## config.mk

```make
export PLATFORM = sky130hd
export DESIGN_NAME = bwtk_div_lane
export DESIGN_NICKNAME = d
export VERILOG_FILES = /design/src/design/bwtk_pkg.sv /design/src/design/bwtk_div_lane.sv
export SDC_FILE = /design/constraint.sdc
export NUM_CORES = 1
export LEC_CHECK = 0
export ABC_CLOCK_PERIOD_IN_PS = 2980
export BUFFER_PORTS_ARGS = -buffer_cell sky130_fd_sc_hd__buf_2
export CORE_MARGIN = 2
export CORE_UTILIZATION = 57
export DETAILED_ROUTE_END_ITERATION = 10
export HOLD_SLACK_MARGIN = 0.08
export PLACE_DENSITY = 0.87
export SKIP_CTS_REPAIR_TIMING = 1
export SYNTH_ARGS = -nofsm -noshare
export SYNTH_HDL_FRONTEND = slang
export SYNTH_SLANG_ARGS = --single-unit
```

## constraint.sdc

```tcl
create_clock -name clk -period 2.98 [get_ports clk]
set_clock_uncertainty 0.05 [all_clocks]
set_input_delay 0.149 -clock clk [delete_from_list [all_inputs] [get_ports clk]]
set_output_delay 0.149 -clock clk [all_outputs]
set_load 0.05 [all_outputs]
```

## src/design/bwtk_pkg.sv

```systemverilog
// Shared constants, field types and register codes of the bone weight normalizer.
// No dependencies.
`timescale 1ns / 1ps

package bwtk_pkg;

    localparam int SLOTS      = 4;
    localparam int ID_W       = 8;
    localparam int WT_W       = 16;
    localparam int NW_W       = WT_W + 1;
    localparam int SUM_W      = WT_W + $clog2(SLOTS);
    localparam int REM_W      = SUM_W + 1;
    localparam int RANK_W     = $clog2(SLOTS);
    localparam int KEEP_W     = 3;
    localparam int DIV_STAGES = NW_W;
    localparam int LATENCY    = DIV_STAGES + 2;
    localparam int UNITY      = 1 << WT_W;

    localparam int ADDR_W     = 3;
    localparam int DATA_W     = 32;
    localparam int WIDX_W     = ADDR_W - 2;

    localparam logic [WIDX_W-1:0] REG_MAX_BONES   = '0;
    localparam logic [KEEP_W-1:0] MAX_BONES_RESET = KEEP_W'(SLOTS);

    typedef logic [ID_W-1:0]   id_t;
    typedef logic [WT_W-1:0]   wt_t;
    typedef logic [NW_W-1:0]   nw_t;
    typedef logic [SUM_W-1:0]  sum_t;
    typedef logic [RANK_W-1:0] rank_t;
    typedef logic [KEEP_W-1:0] keep_t;

    typedef logic [SLOTS-1:0][ID_W-1:0]   id_vec_t;
    typedef logic [SLOTS-1:0][WT_W-1:0]   wt_vec_t;
    typedef logic [SLOTS-1:0][RANK_W-1:0] rank_vec_t;

endpackage

```

## src/design/bwtk_div_lane.sv

```systemverilog
// Pipelined restoring divider lane: w * 65536 / divisor, one quotient bit per
// stage, floor rounding. Depends on bwtk_pkg.
`timescale 1ns / 1ps

module bwtk_div_lane (
    input  logic           clk,
    input  bwtk_pkg::wt_t  w,
    input  bwtk_pkg::sum_t divisor,
    output bwtk_pkg::nw_t  quo
);
    import bwtk_pkg::*;

    sum_t rem_reg [DIV_STAGES];
    sum_t div_reg [DIV_STAGES];
    nw_t  quo_reg [DIV_STAGES];

    sum_t             rem_next [DIV_STAGES];
    nw_t              quo_next [DIV_STAGES];
    logic [REM_W-1:0] shifted  [DIV_STAGES];
    logic [REM_W-1:0] diff     [DIV_STAGES];
    sum_t             dv       [DIV_STAGES];
    nw_t              qp       [DIV_STAGES];
    logic             ge       [DIV_STAGES];

    always_comb
    begin
        // first stage sees the upper half of w * 65536, which never exceeds the divisor
        shifted[0] = REM_W'(w);
        dv[0]      = divisor;
        qp[0]      = '0;
        for (int k = 1; k < DIV_STAGES; k++)
        begin
            shifted[k] = {rem_reg[k-1], 1'b0};
            dv[k]      = div_reg[k-1];
            qp[k]      = quo_reg[k-1];
        end
        for (int k = 0; k < DIV_STAGES; k++)
        begin
            diff[k]     = shifted[k] - {1'b0, dv[k]};
            ge[k]       = (shifted[k] >= {1'b0, dv[k]});
            rem_next[k] = ge[k] ? diff[k][SUM_W-1:0] : shifted[k][SUM_W-1:0];
            quo_next[k] = {qp[k][NW_W-2:0], ge[k]};
        end
    end

    always_ff @(posedge clk)
    begin
        for (int k = 0; k < DIV_STAGES; k++)
        begin
            rem_reg[k] <= rem_next[k];
            div_reg[k] <= dv[k];
            quo_reg[k] <= quo_next[k];
        end
    end

    assign quo = quo_reg[DIV_STAGES-1];

endmodule

```

After elaboration in Yosys (flattened, before gate mapping)
Memories as Yosys holds them, arrays and structs flattened.
Cells that the tools add are included.
{"block": "word_totals", "reg_bits": 0, "ramBits": 901, "inputBits": 35, "out_inout_bits": 17, "memories": 3}
{"memory": "div_reg", "depth": 17, "word_bits": 18, "read_ports": 16, "rd_ports_with_merged_regs": 0, "write_ports": 17, "line": "bwtk_div_lane.sv:14", "text": "sum_t div_reg [DIV_STAGES];"}
{"memory": "rem_reg", "depth": 17, "word_bits": 18, "read_ports": 16, "rd_ports_with_merged_regs": 0, "write_ports": 17, "line": "bwtk_div_lane.sv:13", "text": "sum_t rem_reg [DIV_STAGES];"}
{"memory": "quo_reg", "depth": 17, "word_bits": 17, "read_ports": 17, "rd_ports_with_merged_regs": 0, "write_ports": 17, "line": "bwtk_div_lane.sv:15", "text": "nw_t quo_reg [DIV_STAGES];"}
{"block": "op_classes", "muxes": 17, "addsub": 17, "order_cmp": 17}
{"op": "2-to-1 mux 18 bit", "count": 17}
{"op": ">= comparator 19 x 18 -> 1 bit", "count": 16}
{"op": "subtractor 18 bit", "count": 16}
{"op": ">= comparator 16 x 18 -> 1 bit", "count": 1}
{"op": "subtractor 16 x 18 -> 18 bit", "count": 1}

Depth between registers and ports, before layout
An unclocked memory read counts as a cell.
{"block": "logic_depth", "depth_word": 3, "ltp_mapped": 13, "depth_no_buf": 12}

Least setup slack after synthesis
OpenSTA, ideal clock, no wires.
{"block": "synth_timing", "kind": "input port to flip-flop", "start": "input w[0]", "end": "memory rem_reg[0][10] in the netlist's numbering", "setup_ps": 121, "path_stages": 13, "arrival_time_ps": 2623, "slack_ps": 186, "t_required_ps": 2809, "cell_sequence": "inv_1 ha_1 inv_1 fa_1 a21oi_1 o21ai_1 a31oi_1 o211ai_1 nand2_1 o21ai_1 a21oi_2 buf_4 mux2_2"}
{"element": "from (decl)", "line": "bwtk_div_lane.sv:7", "text": "input bwtk_pkg::wt_t w,"}
{"element": "to (decl)", "line": "bwtk_div_lane.sv:13"}

==> summary.txt <==
Run status
  – Status: complete, but fails checks
  – Failing checks: DRC, hold timing, setup timing

Worst setup path
  – Data arrival, critical path: 3.62 ns
  – Crit path max fanout: 4
  – Worst Path Required: 3.50 ns
  – CP endpoint kind: flip-flop
  – Crit path kind: reg2reg
  – Setup crit start kind: flip-flop

GRT
  – Gr ovfl total: 0
  – Largest net degree at the start of global routing: 26
  – First-pass GRT wire length: 123,000 um
  – Number of global-route vias before repair: 24,800
  – Initial antenna violation count: 0
  – All-Layer GR Usage: 0.254

Floorplanning
  – Die X: 243 um
  – Die area: 58,800 um^2
  – Row count: 87
  – Die height: 243 um
  – I/O pin total: 52
  – Initial Util: 0.576
  – CORE AREA: 56,300 um^2

Logic synthesis
  – Top-count cell post-synth: dfxtp_1
  – Post-synthesis cell type count: 87
  – Synth Area in Compound Gates: 0.160
  – Predominant post-synthesis flop cell: dfxtp_1
  – Synthesized flop and latch total: 729
  – Post-synth EDFFs: 0
  – YS warnings: 0
  – Mapped Cells: 3,229
  – Register area share after synthesis: 0.450
  – XOR/XNOR Fraction of Synth Area: 0.0572
  – Largest cells by area after synthesis: dfxtp_1 45%, ha_1 12%, mux2_2 6.1%
  – Avg Inst Size Synth: 10.0 um^2
  – Main combinational cell family by area after synthesis: compound AO/OA/AOI/OAI gates
  – Synth area leader: dfxtp_1
  – Ys async rst share: 0
  – Top-area cell type share of the netlist area: 0.450
  – Synth cell count leaders: 729 x dfxtp_1, 348 x inv_1, 303 x ha_1
  – Post-synth net total: 3,583
  – Post-synthesis adder-cell area fraction: 0.127
  – Mux share of post-synthesis cell area: 0.0702
  – Post-Synth Simple-Gate Area: 0.0879
  – Mapped Area: 32,400 um^2

Clock network
  – Clk Latency, worst-skew pair: 0.64 ns
  – H-Tree Depth: 3
  – CTS tree: built
  – Clock Path Buffers: 3
  – Reg clk slew, reported paths: 0.07 ns
  – CTS Root Cell: clkbuf_16
  – Sink Count: 729
  – Total CTS buffers: 71

Detailed routing
  – DR vias: 24,700
  – Post-Route WL: 79,500 um
  – Avg WL per Cell: 18.8 um
  – Vias/cell: 5.85
  – Drt drc: 1
  – TritonRoute pass-1 iters: 9
  – Post-route ant nets: 0
  – First DRT Iteration DRCs: 1,672

STA
  – Fin crit share: 1.04
  – Final Hold Viols: 4
  – Min Tclk post-route: 3.10 ns
  – Final WS setup: -0.115 ns
  – Fmax: 0.323 GHz
  – Final Setup Violations: 2
  – Slew @ Worst Pin: 1.02 ns
  – Worst Hold Slack: -0.424 ns
  – Relative slew margins: 0.322
  – Unrepaired setup endpoints after global routing: true
  – Total negative slack: -0.121 ns
  – Final-report max-slew violation count: 0

Final layout
  – Area delta synth->final: 15.0%
  – ANT cells: 0
  – Proportion of layout cells with a drive suffix above 1: 0.154
  – Final net count: 3,768

Power and ir drop
  – Pwr dens: 1260 nW/um^2
  – Maximum vdd drop: 893 uV
  – Leak Pwr: 17.1 nW

Placed design
  – GP Congestion: 0.916
  – Port bufs: 51
  – Post-DP HPWL: 52,900 um

Run
  – Max Cap Viol: 0

Min path
  – Hold WC Path Type: in2reg
[worst max-delay path, stage by stage, from the launching register on]
cell and delay (ns):
dfxtp_1 0.35, inv_1 0.10, fa_1 0.49, a211oi_1 0.27
o21bai_1 0.15, a21o_1 0.21, a21oi_1 0.20, buf_4 0.18
nand2b_1 0.11, nand3_1 0.19, a221oi_1 0.53, a22o_1 0.24
[placed cells by master (no fill, tap or decap), drive strengths merged, types with 30 or more instances in the layout]
cell type / Yosys / final
xor2: 67 / 67
o21ai: 170 / 170
inv: 348 / 351
o21a: 49 / 49
nor2: 154 / 154
nand2: 146 / 146
a21oi: 217 / 217
nand3: 52 / 52
nand2b: 38 / 38
dfxtp: 729 / 729
a211oi: 40 / 40
a31oi: 46 / 46
nor2b: 33 / 33
clkbuf: 27 / 91
nand4: 33 / 33
nor3: 30 / 30
mux2: 194 / 194
xnor2: 145 / 145
dlygate4sd3: 0 / 31
buf: 27 / 133
ha: 303 / 303
a21o: 90 / 90
[per-stage QoR]
stage | instance area (um^2) | cells | util | total power, W | setup WS, ns
global placement | 34000 | 4053 | 0.605 | 0.0347 | -0.190
floorplan | 32400 | 3229 | - | 0.0303 | 0.186
detailed placement | 34000 | 4053 | 0.605 | 0.0355 | -0.237
CTS | 36600 | 4183 | 0.651 | 0.0458 | -0.142
finish | 37300 | 4227 | 0.663 | 0.0470 | -0.115
global route | 37300 | 4227 | 0.663 | 0.0495 | -0.213
[cell type report]
class,count,area (um^2)
Clock buffer,89,1960
Clock inverter,41,609
Fill cell,3779,19000
Inverter,348,1310
Multi-Input combinational cell,2098,16500
Sequential cell,729,14600
Tap cell,756,946
Timing Repair Buffer,166,1350
[path summary, 6_finish.rpt]
check / from / to / slack (ns) / cells past startpoint
worst max register to register: div_reg[0][108] / rem_reg[0][142] / -0.12 / 11
worst min-delay path: divisor[1] / div_reg[0][1] / -0.42 / 1
worst min register to register: quo_reg[0][68] / quo_reg[0][86] / 0.26 / 0
worst max-delay path: div_reg[0][108] / rem_reg[0][142] / -0.12 / 11
[cells by family (layout without fill, tap and decap cells)]
kind of cell / after synthesis / after routing
flip-flops: 729 / 729
AND/OR/NAND/NOR: 577 / 577
AO/OA/AOI/OAI: 790 / 790
buffers and inverters: 402 / 644
XOR/XNOR: 212 / 212
adder cells (fa/ha/maj): 319 / 319
multiplexers: 200 / 200
[report_power, final]
part | internal (W) | total (W) | switching [W] | leakage, nW
Combinational | 0.0105 | 0.0225 | 0.0120 | 9.69
Clock | 0.00566 | 0.00968 | 0.00402 | 1.26
Sequential | 0.0129 | 0.0148 | 0.00183 | 6.14
Total | 0.0291 | 0.0470 | 0.0178 | 17.1
[per-layer routing]
layer,global-route usage,wire [um]
met1,0.281,31000
met2,0.465,40200
met3,0.0388,3780
met4,0.138,4430
met5,0,0
Note: power is estimated with default switching activity, not from simulation.
