**src/design/bwtk_pkg.sv**
```systemverilog
// Shared constants, field types and register codes of the bone weight normalizer.
// No dependencies.
`timescale 1ns / 1ps

package bwtk_pkg;

    localparam int SLOTS      = 4;
    localparam int ID_W       = 8;
    localparam int WT_W       = 16;
    localparam int NW_W       = WT_W + 1;
    localparam int SUM_W      = WT_W + $clog2(SLOTS);
    localparam int REM_W      = SUM_W + 1;
    localparam int RANK_W     = $clog2(SLOTS);
    localparam int KEEP_W     = 3;
    localparam int DIV_STAGES = NW_W;
    localparam int LATENCY    = DIV_STAGES + 2;
    localparam int UNITY      = 1 << WT_W;

    localparam int ADDR_W     = 3;
    localparam int DATA_W     = 32;
    localparam int WIDX_W     = ADDR_W - 2;

    localparam logic [WIDX_W-1:0] REG_MAX_BONES   = '0;
    localparam logic [KEEP_W-1:0] MAX_BONES_RESET = KEEP_W'(SLOTS);

    typedef logic [ID_W-1:0]   id_t;
    typedef logic [WT_W-1:0]   wt_t;
    typedef logic [NW_W-1:0]   nw_t;
    typedef logic [SUM_W-1:0]  sum_t;
    typedef logic [RANK_W-1:0] rank_t;
    typedef logic [KEEP_W-1:0] keep_t;

    typedef logic [SLOTS-1:0][ID_W-1:0]   id_vec_t;
    typedef logic [SLOTS-1:0][WT_W-1:0]   wt_vec_t;
    typedef logic [SLOTS-1:0][RANK_W-1:0] rank_vec_t;

endpackage

```
**src/design/bwtk_rank_lane.sv**
```systemverilog
// One ranking lane: counts how many slots sort ahead of its own slot.
// Depends on bwtk_pkg.
`timescale 1ns / 1ps

module bwtk_rank_lane (
    input  bwtk_pkg::wt_vec_t weights,
    input  bwtk_pkg::rank_t   slot,
    output bwtk_pkg::rank_t   rank
);
    import bwtk_pkg::*;

    always_comb
    begin
        rank_t cnt;
        wt_t   mine;
        mine = weights[slot];
        cnt  = '0;
        for (int j = 0; j < SLOTS; j++)
        begin
            // heavier first, lower slot wins a tie
            if ((weights[j] > mine) || ((weights[j] == mine) && (RANK_W'(j) < slot)))
            begin
                cnt = cnt + 1'b1;
            end
        end
        rank = cnt;
    end

endmodule

```
**config.mk**
```make
export PLATFORM = sky130hd
export DESIGN_NAME = bwtk_rank_lane
export DESIGN_NICKNAME = d
export VERILOG_FILES = /design/src/design/bwtk_pkg.sv /design/src/design/bwtk_rank_lane.sv
export SDC_FILE = /design/constraint.sdc
export NUM_CORES = 1
export LEC_CHECK = 0
export ABC_AREA = 1
export ABC_CLOCK_PERIOD_IN_PS = 4500
export BUFFER_PORTS_ARGS = -buffer_cell sky130_fd_sc_hd__buf_2
export CORE_UTILIZATION = 54
export DETAILED_ROUTE_END_ITERATION = 10
export PLACE_DENSITY = 0.81
export SETUP_SLACK_MARGIN = 0.1
export SYNTH_ARGS = -nofsm -noshare
export SYNTH_HDL_FRONTEND = slang
export SYNTH_SLANG_ARGS = --single-unit
```
**constraint.sdc**
```tcl
create_clock -name vclk -period 4.5
set_input_delay 0.225 -clock vclk [all_inputs]
set_output_delay 0.225 -clock vclk [all_outputs]
set_load 0.03 [all_outputs]
```
### Yosys cells after proc, flatten, opt, wreduce, memory -nomap -nowiden

Index checks and enable logic that the tools add are counted.
Widths: inputs -> output; s select.

| operators by class | value |
|---|---|
| divide/modulo/power cells | 0 |
| shift operators | 0 |
| multipliers | 0 |
| reduce and logical (&&, ||, !) cells | 8 |
| multiplexer cells | 6 |
| add/subtract/negate cells | 3 |
| bitwise operators | 0 |
| magnitude comparators | 9 |
| equality and inequality tests | 4 |

Operators with widths:

| operator | count |
|---|---|
| $eq 16x16->1 | 4 |
| $gt 16x16->1 | 4 |
| $bmux 16 s2 | 1 |
| $mux 16 | 1 |
| $add 2x1->2 const B | 3 |
| $mux 2 | 3 |
| $logic_and 1x1->1 | 4 |
| $logic_or 1x1->1 | 4 |
| $lt 1x2->1 const A | 2 |
| $lt 2x2->1 const A | 2 |
| $lt 2x3->1 const B | 1 |
| $mux 1 | 1 |

| storage, ports and cells | value |
|---|---|
| bits in writable memories | 0 |
| output and inout bits | 2 |
| ROM bits | 0 |
| memories | 0 |
| bits in registers | 0 |
| latch bits | 0 |
| word-level logic and storage cells | 30 |
| input bits | 66 |

### Logic depth before layout (Yosys ltp)

Gate-level depths: netlist of run 1.

| depth | value |
|---|---|
| word-level depth | 12 |
| gate-level depth with buffers | 22 |
| mapped depth without buffers | 21 |

### Worst setup path after synthesis of run 1

Ideal clock, no wire load.

| timing path | value |
|---|---|
| kind | input to output |
| start point | in slot[0] |
| end point | out rank[0] |
| setup slack | 1.350 ns |
| data required time | 4.275 ns |
| cell stages on the path | 17 |
| path buffers | 1 |
| data arrival time | 2.925 ns |
| cells stage by stage | inv_2 -> clkbuf_1 -> nand2_1 -> a32o_1 -> ha_1 -> nand3_1 -> nand3b_1 -> nor3_1 -> a211oi_1 -> nand2_1 -> o21ai_1 -> inv_1 -> ha_1 -> inv_1 -> nand3_1 -> nand2_1 -> xor2_1 |

| on the way | value |
|---|---|
| longest elaborated chain between the ends | 12 |
| elaborated cells on any way between the ends | 29 |
| those cells by class | add/sub: 3; order compare: 8; eq/ne: 4; mux: 6; reduce/logical: 8 |

Ends and longest elaborated chain:

| item | line | source |
|---|---|---|
| from (decl) | bwtk_rank_lane.sv:7 | `input bwtk_pkg::rank_t slot,` |
| branches (longest 11 deep; another with $gt 16x16->1) | -- |  |
| $mux 2 (*) | bwtk_rank_lane.sv:21 | `if ((weights[j] > mine) \|\| ((weights[j] == mine) && (RANK_W'(j) < slot)))` |
| to (decl) | bwtk_rank_lane.sv:8 | `output bwtk_pkg::rank_t rank` |

Every way passes the cells marked *. The select of a mux whose other input is x is not followed.

### Final worst setup path of run 1

Same ends and word-level chain as after synthesis.

==> results.sh, run 1 <==
export IMPL_cp_slowest_cell="inv_2"
export IMPL_multiInputGateArea_um2=1940
export IMPL_regArea_um2=0
export IMPL_vdd_ir_drop_max_v=0.0000615
export IMPL_grt_total_usage_pct=26.9
export IMPL_final_max_slew_viol_count=0
export IMPL_antenna_left=0
export IMPL_synth_top_area_cell="ha_1"
export IMPL_critPathMostFrequentCell="nand2_1"
export IMPL_period_needed_ns=3.86
export IMPL_maxCapViolCount=0
export IMPL_worstPathArrival_ns=3.63
export IMPL_rows=22
export IMPL_n_antenna_cell=0
export IMPL_setup_ws_ns=0.644
export IMPL_pre_cts_ws_ns=0.718
export IMPL_slowest_delay_ns=0.52
export IMPL_syn2layout_area_growth_pct=17.6
export IMPL_finalSetupViolations=0
export IMPL_synth_distinct_cells=28
export IMPL_dp_hpwl_mm=4.57
export IMPL_finish_instance_area_um2=2450
export IMPL_seqPwrFrac_pct=0
export IMPL_vias=2465
export IMPL_power_mw=0.346
export IMPL_nNetsFinal=520
export IMPL_yosys_warnings=0
export IMPL_die_area_um2=4110
export IMPL_drt_wirelength_per_cell_um=12.4
export IMPL_power_switching_mw=0.207
export IMPL_pwr_share_comb_pct=100.0
export IMPL_syn_nets=459
export IMPL_n_fill_cell=373
export IMPL_crit_path_cell_trace="buf_2 > inv_2 > nand2_1 > a32o_1 > ha_1 > nand2_1 > nor2_1 > nand3b_1 > nor3_1 > nand3_1 > o21ai_1 > inv_1 > ha_1 > inv_1 > nand3_1 > nand2_1 > xor2_1 > buf_2"
export IMPL_antenna_found_initial=0
export IMPL_crit_family="buffers and inverters"
export IMPL_status="finished clean"
export IMPL_synth_top_area_share_pct=39.7
export IMPL_tns_ns=0
export IMPL_final_util_pct=66.4
export IMPL_worstSetupStartpointType="input port"
export IMPL_worst_slew_pin_slew_ns=0.584
export IMPL_initial_core_util_pct=56.4
export IMPL_worstHoldPathCells=8
export IMPL_post_cts_buffers=0
export IMPL_whs_endpoint="rank[0]"
export IMPL_required_ns=4.28
export IMPL_p_leak_nw=1.38
export IMPL_syn_avg_cell_area_um2=6.37
export IMPL_drtIter0Drc=138
export IMPL_nClkBuffers=0
export IMPL_p_int_mw=0.139
export IMPL_place_area_um2=2450
export IMPL_worst_path_buf_inv=5
export IMPL_power_density_nw_per_um2=141
export IMPL_drcViolationCount=0
export IMPL_routed_wl_mm=5.40
export IMPL_nFlopsAndLatches=0
export IMPL_firstDrtPassIters=5
export IMPL_gp_congestion=0.859
export IMPL_hold_buffers=0
export IMPL_path_class="input port to output pin"
export IMPL_synth_cells=327
export IMPL_die_h_um=64.1
export IMPL_switching_share_pct=59.9
export IMPL_fin_crit_sh_pct=85.7
export IMPL_rsz0062_at_grt="no"
export IMPL_hold_path_startpoint="weights[63]"
export IMPL_cts_resized=0
export IMPL_end_kind="output pin"
export IMPL_synthTopCellsByArea="ha_1 40%, nand2_1 17%, a21oi_1 11%"
export IMPL_seq_area_frac_synth_pct=0
export IMPL_grt_pass1_wl_mm=9.16
export IMPL_crit_fanout=35
export IMPL_core_um2=3690
export IMPL_grt_pass1_vias=2243
export IMPL_synthesis_area_um2=2080
export IMPL_grt_max_degree=36
export IMPL_vias_per_cell=5.68
export IMPL_globalRouteOverflowTotal=0
export IMPL_io_buffers=68
export IMPL_fp_dieW_um=64.1
export IMPL_hold_viol_final=0
export IMPL_power_share_clock_pct=0
export IMPL_fmax_ghz=0.259
export IMPL_drive_above_1_share_pct=22.0
export IMPL_relSlewSlack_pct=61.0
export IMPL_io_pins=68
export IMPL_hold_path_class="input port to output pin"
worst max-delay path by stage:
stage / startpoint / to / depth (start not counted)
CTS: slot[0] / rank[0] / 18
detailed placement: slot[0] / rank[0] / 18
floorplan: slot[0] / rank[0] / 17
finish: slot[0] / rank[0] / 18
global route: slot[0] / rank[0] / 18
global placement: slot[0] / rank[0] / 18
power by group through the flow:
stage | sequential (mW) | clock, mW | combinational [mW]
final | 0 | 0 | 0.346
after detailed placement | 0 | 0 | 0.342
after CTS | 0 | 0 | 0.344
after floorplan | 0 | 0 | 0.242
after global routing | 0 | 0 | 0.396
after global placement | 0 | 0 | 0.331
synthesized netlist by cell type, types with 3 or more instances:
cell type and n:
nand3_1 13, o21ai_0 5, nand4_1 3, ha_1 66
a21oi_1 45, inv_2 6, a32o_1 15, inv_1 22
nand2_1 95, nand2_2 6, nor2_1 17, o21ai_1 6
clkbuf_1 9
per-stage QoR:
stage | cells | hold slack [ns]
after CTS | 434 | 1.33
final | 434 | 1.31
after floorplan | 327 | 0.996
after global placement | 434 | 1.32
after global routing | 434 | 1.39
after detailed placement | 434 | 1.32
cell usage in the layout (no fill, tap or decap), types with 2 or more instances in the layout:
master	instances
inv_1	22
a32o_1	15
a211oi_1	2
buf_2	68
a21oi_1	45
nand2_2	6
a21o_1	2
nand3_1	13
o21ai_0	5
inv_2	6
a21oi_2	2
ha_1	66
o21bai_1	2
nor2_1	17
nand4_1	3
nand2_1	95
o21ai_1	6
cell type report:
type	instances	area share, %
well taps	48	2.45
multi-input cells	289	79.2
repair buffers	68	13.9
inverters	29	4.45
metal layers:
metal	track usage, %	vias up	routed length [um]
met5	0	-	0
met4	3.33	0	53
met3	0.893	6	240
met2	50.5	77	2560
met1	34.4	1109	2550
li1	-	1273	-
cell families after synthesis:
kind of cell	after synthesis	share of synthesized area (%)
compound gates	83	25.3
buf+inv	38	6.85
simple gates	139	27.8
fa+ha+maj	66	39.7
xor+xnor	1	0.421
No activity file was read; power rests on OpenSTA's default activity.
==> run 2, diff against run 1 <==
==> constraint.sdc (replaced) <==
create_clock -name vclk -period 4.5
set_input_delay 0.675 -clock vclk [all_inputs]
set_output_delay 0.675 -clock vclk [all_outputs]
set_load 0.03 [all_outputs]
==> results.sh, run 2 (synthesized netlist as in run 1, its figures left out) <==
export IMPL_fmax_ghz=0.245
export IMPL_cp_slowest_cell="ha_1"
export IMPL_p_leak_nw=1.41
export IMPL_pre_cts_ws_ns=0.261
export IMPL_routed_wl_mm=5.24
export IMPL_firstDrtPassIters=4
export IMPL_drtIter0Drc=157
export IMPL_crit_family="compound AO/OA/AOI/OAI gates"
export IMPL_finalSetupViolations=0
export IMPL_syn2layout_area_growth_pct=20.4
export IMPL_antenna_left=0
export IMPL_n_antenna_cell=0
export IMPL_rsz0062_at_grt="no"
export IMPL_grt_pass1_wl_mm=9.18
export IMPL_finish_instance_area_um2=2510
export IMPL_worst_path_buf_inv=5
export IMPL_globalRouteOverflowTotal=0
export IMPL_fp_dieW_um=64.1
export IMPL_tns_ns=0
export IMPL_antenna_found_initial=0
export IMPL_path_class="input port to output pin"
export IMPL_io_pins=68
export IMPL_worst_slew_pin_slew_ns=0.348
export IMPL_hold_buffers=0
export IMPL_required_ns=3.83
export IMPL_end_kind="output pin"
export IMPL_worstPathArrival_ns=3.40
export IMPL_rows=22
export IMPL_cts_resized=0
export IMPL_vdd_ir_drop_max_v=0.0000582
export IMPL_nNetsFinal=525
export IMPL_regArea_um2=0
export IMPL_relSlewSlack_pct=76.8
export IMPL_initial_core_util_pct=56.4
export IMPL_fin_crit_sh_pct=90.6
export IMPL_place_area_um2=2500
export IMPL_final_max_slew_viol_count=0
export IMPL_hold_path_class="input port to output pin"
export IMPL_grt_max_degree=36
export IMPL_worstSetupStartpointType="input port"
export IMPL_nFlopsAndLatches=0
export IMPL_power_density_nw_per_um2=138
export IMPL_drt_wirelength_per_cell_um=11.9
export IMPL_holdWs_ns=2.22
export IMPL_crit_path_cell_trace="buf_2 > inv_2 > buf_12 > nand2_1 > a32o_1 > ha_1 > nand2_1 > o21ai_0 > a21oi_1 > or2_0 > a22oi_1 > ha_1 > inv_1 > nand3_1 > nand2_1 > xor2_1 > buf_2"
export IMPL_grt_pass1_vias=2243
export IMPL_final_cells=439
export IMPL_period_needed_ns=4.08
export IMPL_hold_viol_final=0
export IMPL_layout_common_cells="95 x nand2_1, 68 x buf_2, 66 x ha_1"
export IMPL_setup_ws_ns=0.422
export IMPL_drive_above_1_share_pct=23.3
export IMPL_dp_hpwl_mm=4.60
export IMPL_drcViolationCount=0
export IMPL_vias=2387
export IMPL_crit_fanout=35
export IMPL_placedCellCount=439
export IMPL_core_um2=3690
export IMPL_slowest_delay_ns=0.31
export IMPL_die_h_um=64.1
export IMPL_status="finished clean"
export IMPL_post_cts_buffers=0
export IMPL_maxCapViolCount=0
export IMPL_gp_congestion=0.829
export IMPL_vias_per_cell=5.44
export IMPL_final_common_cell="nand2_1"
export IMPL_nClkBuffers=0
export IMPL_critPathMostFrequentCell="nand2_1"
export IMPL_grt_total_usage_pct=26.8
export IMPL_io_buffers=68
export IMPL_n_fill_cell=365
export IMPL_die_area_um2=4110
[run 2: area by class of cell]
class,instances,area (um^2),share of cell area [%]
timing repair buffer,73,390,15.6
inverter,29,111,4.44
tap,48,60.1,2.40
multi-input combinational,289,1940,77.6
[run 2: final timing paths]
path | endpoint | startpoint | slack, ns | depth (start not counted)
worst max-delay path | rank[0] | slot[0] | 0.42 | 17
worst min-delay path | rank[0] | weights[63] | 2.22 | 8
[run 2: power breakdown]
group | internal [mW] | switching (mW) | leakage, nW
logic | 0.143 | 0.203 | 1.41
clock network | 0 | 0 | 0
registers | 0 | 0 | 0
total | 0.143 | 0.203 | 1.41
[run 2: metal layers]
layer	share of wire (%)	vias to the layer above	wire, um	GRT usage, %
met5	0	-	0	0
met4	0.40	0	21	1.67
met3	3.3	2	175	0.893
met2	48	56	2540	51.3
met1	48	1040	2510	34.3
li1	-	1289	-	-
[run 2: stage by stage]
stage                     util [%]  power [mW]
after detailed placement      67.7       0.346
after global placement        67.7       0.334
final                         67.9       0.346
after floorplan                  -       0.242
after CTS                     67.7       0.347
after global routing          67.9       0.400
==> run 3, diff against run 2 <==
--- a/config.mk
+++ b/config.mk
@@ -10,6 +10,8 @@
 export BUFFER_PORTS_ARGS = -buffer_cell sky130_fd_sc_hd__buf_2
 export CORE_UTILIZATION = 54
 export DETAILED_ROUTE_END_ITERATION = 10
+export GPL_ROUTABILITY_DRIVEN = 0
+export GPL_TIMING_DRIVEN = 0
 export PLACE_DENSITY = 0.81
 export SETUP_SLACK_MARGIN = 0.1
 export SYNTH_ARGS = -nofsm -noshare
==> results.sh, run 3 (synthesized netlist as in run 1, its figures left out) <==
export IMPL_status="finished clean"
export IMPL_maxCapViolCount=0
export IMPL_finalSetupViolations=0
export IMPL_grt_max_degree=11
export IMPL_rows=22
export IMPL_final_max_slew_viol_count=0
export IMPL_hold_path_class="input port to output pin"
export IMPL_multiInputGateArea_um2=1960
export IMPL_worst_slew_pin_slew_ns=0.400
export IMPL_post_cts_buffers=0
export IMPL_die_area_um2=4110
export IMPL_power_density_nw_per_um2=139
export IMPL_power_mw=0.357
export IMPL_nClkBuffers=0
export IMPL_fin_crit_sh_pct=93.1
export IMPL_dp_hpwl_mm=4.85
export IMPL_placedCellCount=443
export IMPL_fmax_ghz=0.239
export IMPL_vias=2453
export IMPL_final_cells=443
export IMPL_rsz0062_at_grt="no"
export IMPL_grt_pass1_wl_mm=9.42
export IMPL_hold_path_startpoint="slot[1]"
export IMPL_drcViolationCount=0
export IMPL_syn2layout_area_growth_pct=23.1
export IMPL_whs_endpoint="rank[0]"
export IMPL_hold_viol_final=0
export IMPL_drt_wirelength_per_cell_um=13.0
export IMPL_relSlewSlack_pct=73.4
export IMPL_path_class="input port to output pin"
export IMPL_io_buffers=68
export IMPL_worstHoldPathCells=8
export IMPL_required_ns=3.83
export IMPL_initial_core_util_pct=56.4
export IMPL_grt_use_met3_pct=1.25
export IMPL_busiest_layer="met2"
export IMPL_vias_per_cell=5.54
export IMPL_globalRouteOverflowTotal=0
export IMPL_drive_above_1_share_pct=25.3
export IMPL_die_h_um=64.1
export IMPL_n_antenna_cell=0
export IMPL_setup_ws_ns=0.311
export IMPL_end_kind="output pin"
export IMPL_worstPathArrival_ns=3.51
export IMPL_nFlopsAndLatches=0
export IMPL_p_leak_nw=1.44
export IMPL_core_um2=3690
export IMPL_firstDrtPassIters=4
export IMPL_drtIter0Drc=126
export IMPL_period_needed_ns=4.19
export IMPL_final_util_pct=69.5
export IMPL_use_met1_pct=34.7
export IMPL_vdd_ir_drop_max_v=0.0000728
export IMPL_antenna_left=0
export IMPL_fp_dieW_um=64.1
export IMPL_grt_total_usage_pct=28.5
export IMPL_final_common_cell="nand2_1"
export IMPL_regArea_um2=0
export IMPL_n_fill_cell=372
export IMPL_hold_buffers=0
export IMPL_pre_cts_ws_ns=-0.0785
export IMPL_grt_util_met2_pct=54.8
export IMPL_nNetsFinal=529
export IMPL_crit_fanout=10
export IMPL_layout_common_cells="95 x nand2_1, 67 x buf_2, 66 x ha_1"
export IMPL_grt_pass1_vias=2255
export IMPL_routed_wl_mm=5.74
export IMPL_holdWs_ns=2.13
export IMPL_antenna_found_initial=0
export IMPL_io_pins=68
export IMPL_worstSetupStartpointType="input port"
[run 3: changes by cell type in the layout (fill, tap and decap cells not counted)]
cell / previous run / this run
o21ai_2: 1 / 2
o21ai_1: 6 / 5
nor2_1: 17 / 15
buf_6: 0 / 4
inv_6: 0 / 1
a32o_2: 0 / 2
inv_4: 1 / 0
a32o_1: 15 / 13
buf_8: 0 / 1
nor2_2: 1 / 3
buf_2: 68 / 67
buf_12: 1 / 0
clkbuf_4: 0 / 1
[run 3: where the power goes]
group          switching [mW]  internal, mW
sequential                  0             0
combinational           0.209         0.148
clock                       0             0
total                   0.209         0.148
[run 3: worst max-delay path by stage]
stage	from	endpoint	slack, ns	cells past startpoint
3_5_place_dp	slot[0]	rank[0]	-0.08	19
6_report	slot[0]	rank[0]	0.31	18
2_1_floorplan	slot[0]	rank[0]	0.45	17
4_1_cts	slot[0]	rank[0]	0.12	19
5_1_grt	slot[0]	rank[0]	0.06	18
3_3_place_gp	slot[0]	rank[0]	-0.02	19
[run 3: cell type report]
type,count,share of cell area [%]
plain buffers,9,3.52
inverters,29,4.44
multi-input cells,289,76.3
well taps,48,2.34
repair buffers,68,13.4
[run 3: per-layer routing]
layer / part of all wire [%] / routed length, um / vias to the layer above
li1: - / - / 1295
met1: 46 / 2640 / 1086
met2: 48 / 2750 / 70
met3: 5.7 / 330 / 2
met4: 0.37 / 21 / 0
met5: 0 / 0 / -
[run 3: timing repair]
item,4_1_cts,5_1_grt
endpoints found under the setup margin,2,2
pin swaps,0,3
resized for setup,8,44
hold endpoints to repair,0,0
[run 3: metrics by stage]
step	instance area (um^2)	setup TNS [ns]
2_1_floorplan	2080	0
3_3_place_gp	2480	-0.0210
3_5_place_dp	2480	-0.131
4_1_cts	2490	0
5_1_grt	2560	0
6_report	2560	0
[run 3: critical path, stage by stage]
cell and delay, ns:
buf_2 0.15, inv_6 0.11, buf_6 0.16, nand2_1 0.06, a32o_1 0.28, ha_1 0.32
nand2_1 0.10, nor2_2 0.14, nand2_1 0.11, nor2_2 0.16, a211oi_1 0.08, a22oi_1 0.26
ha_1 0.30, inv_1 0.09, nand3_1 0.09, nand2_1 0.11, xor2_1 0.15, buf_4 0.18
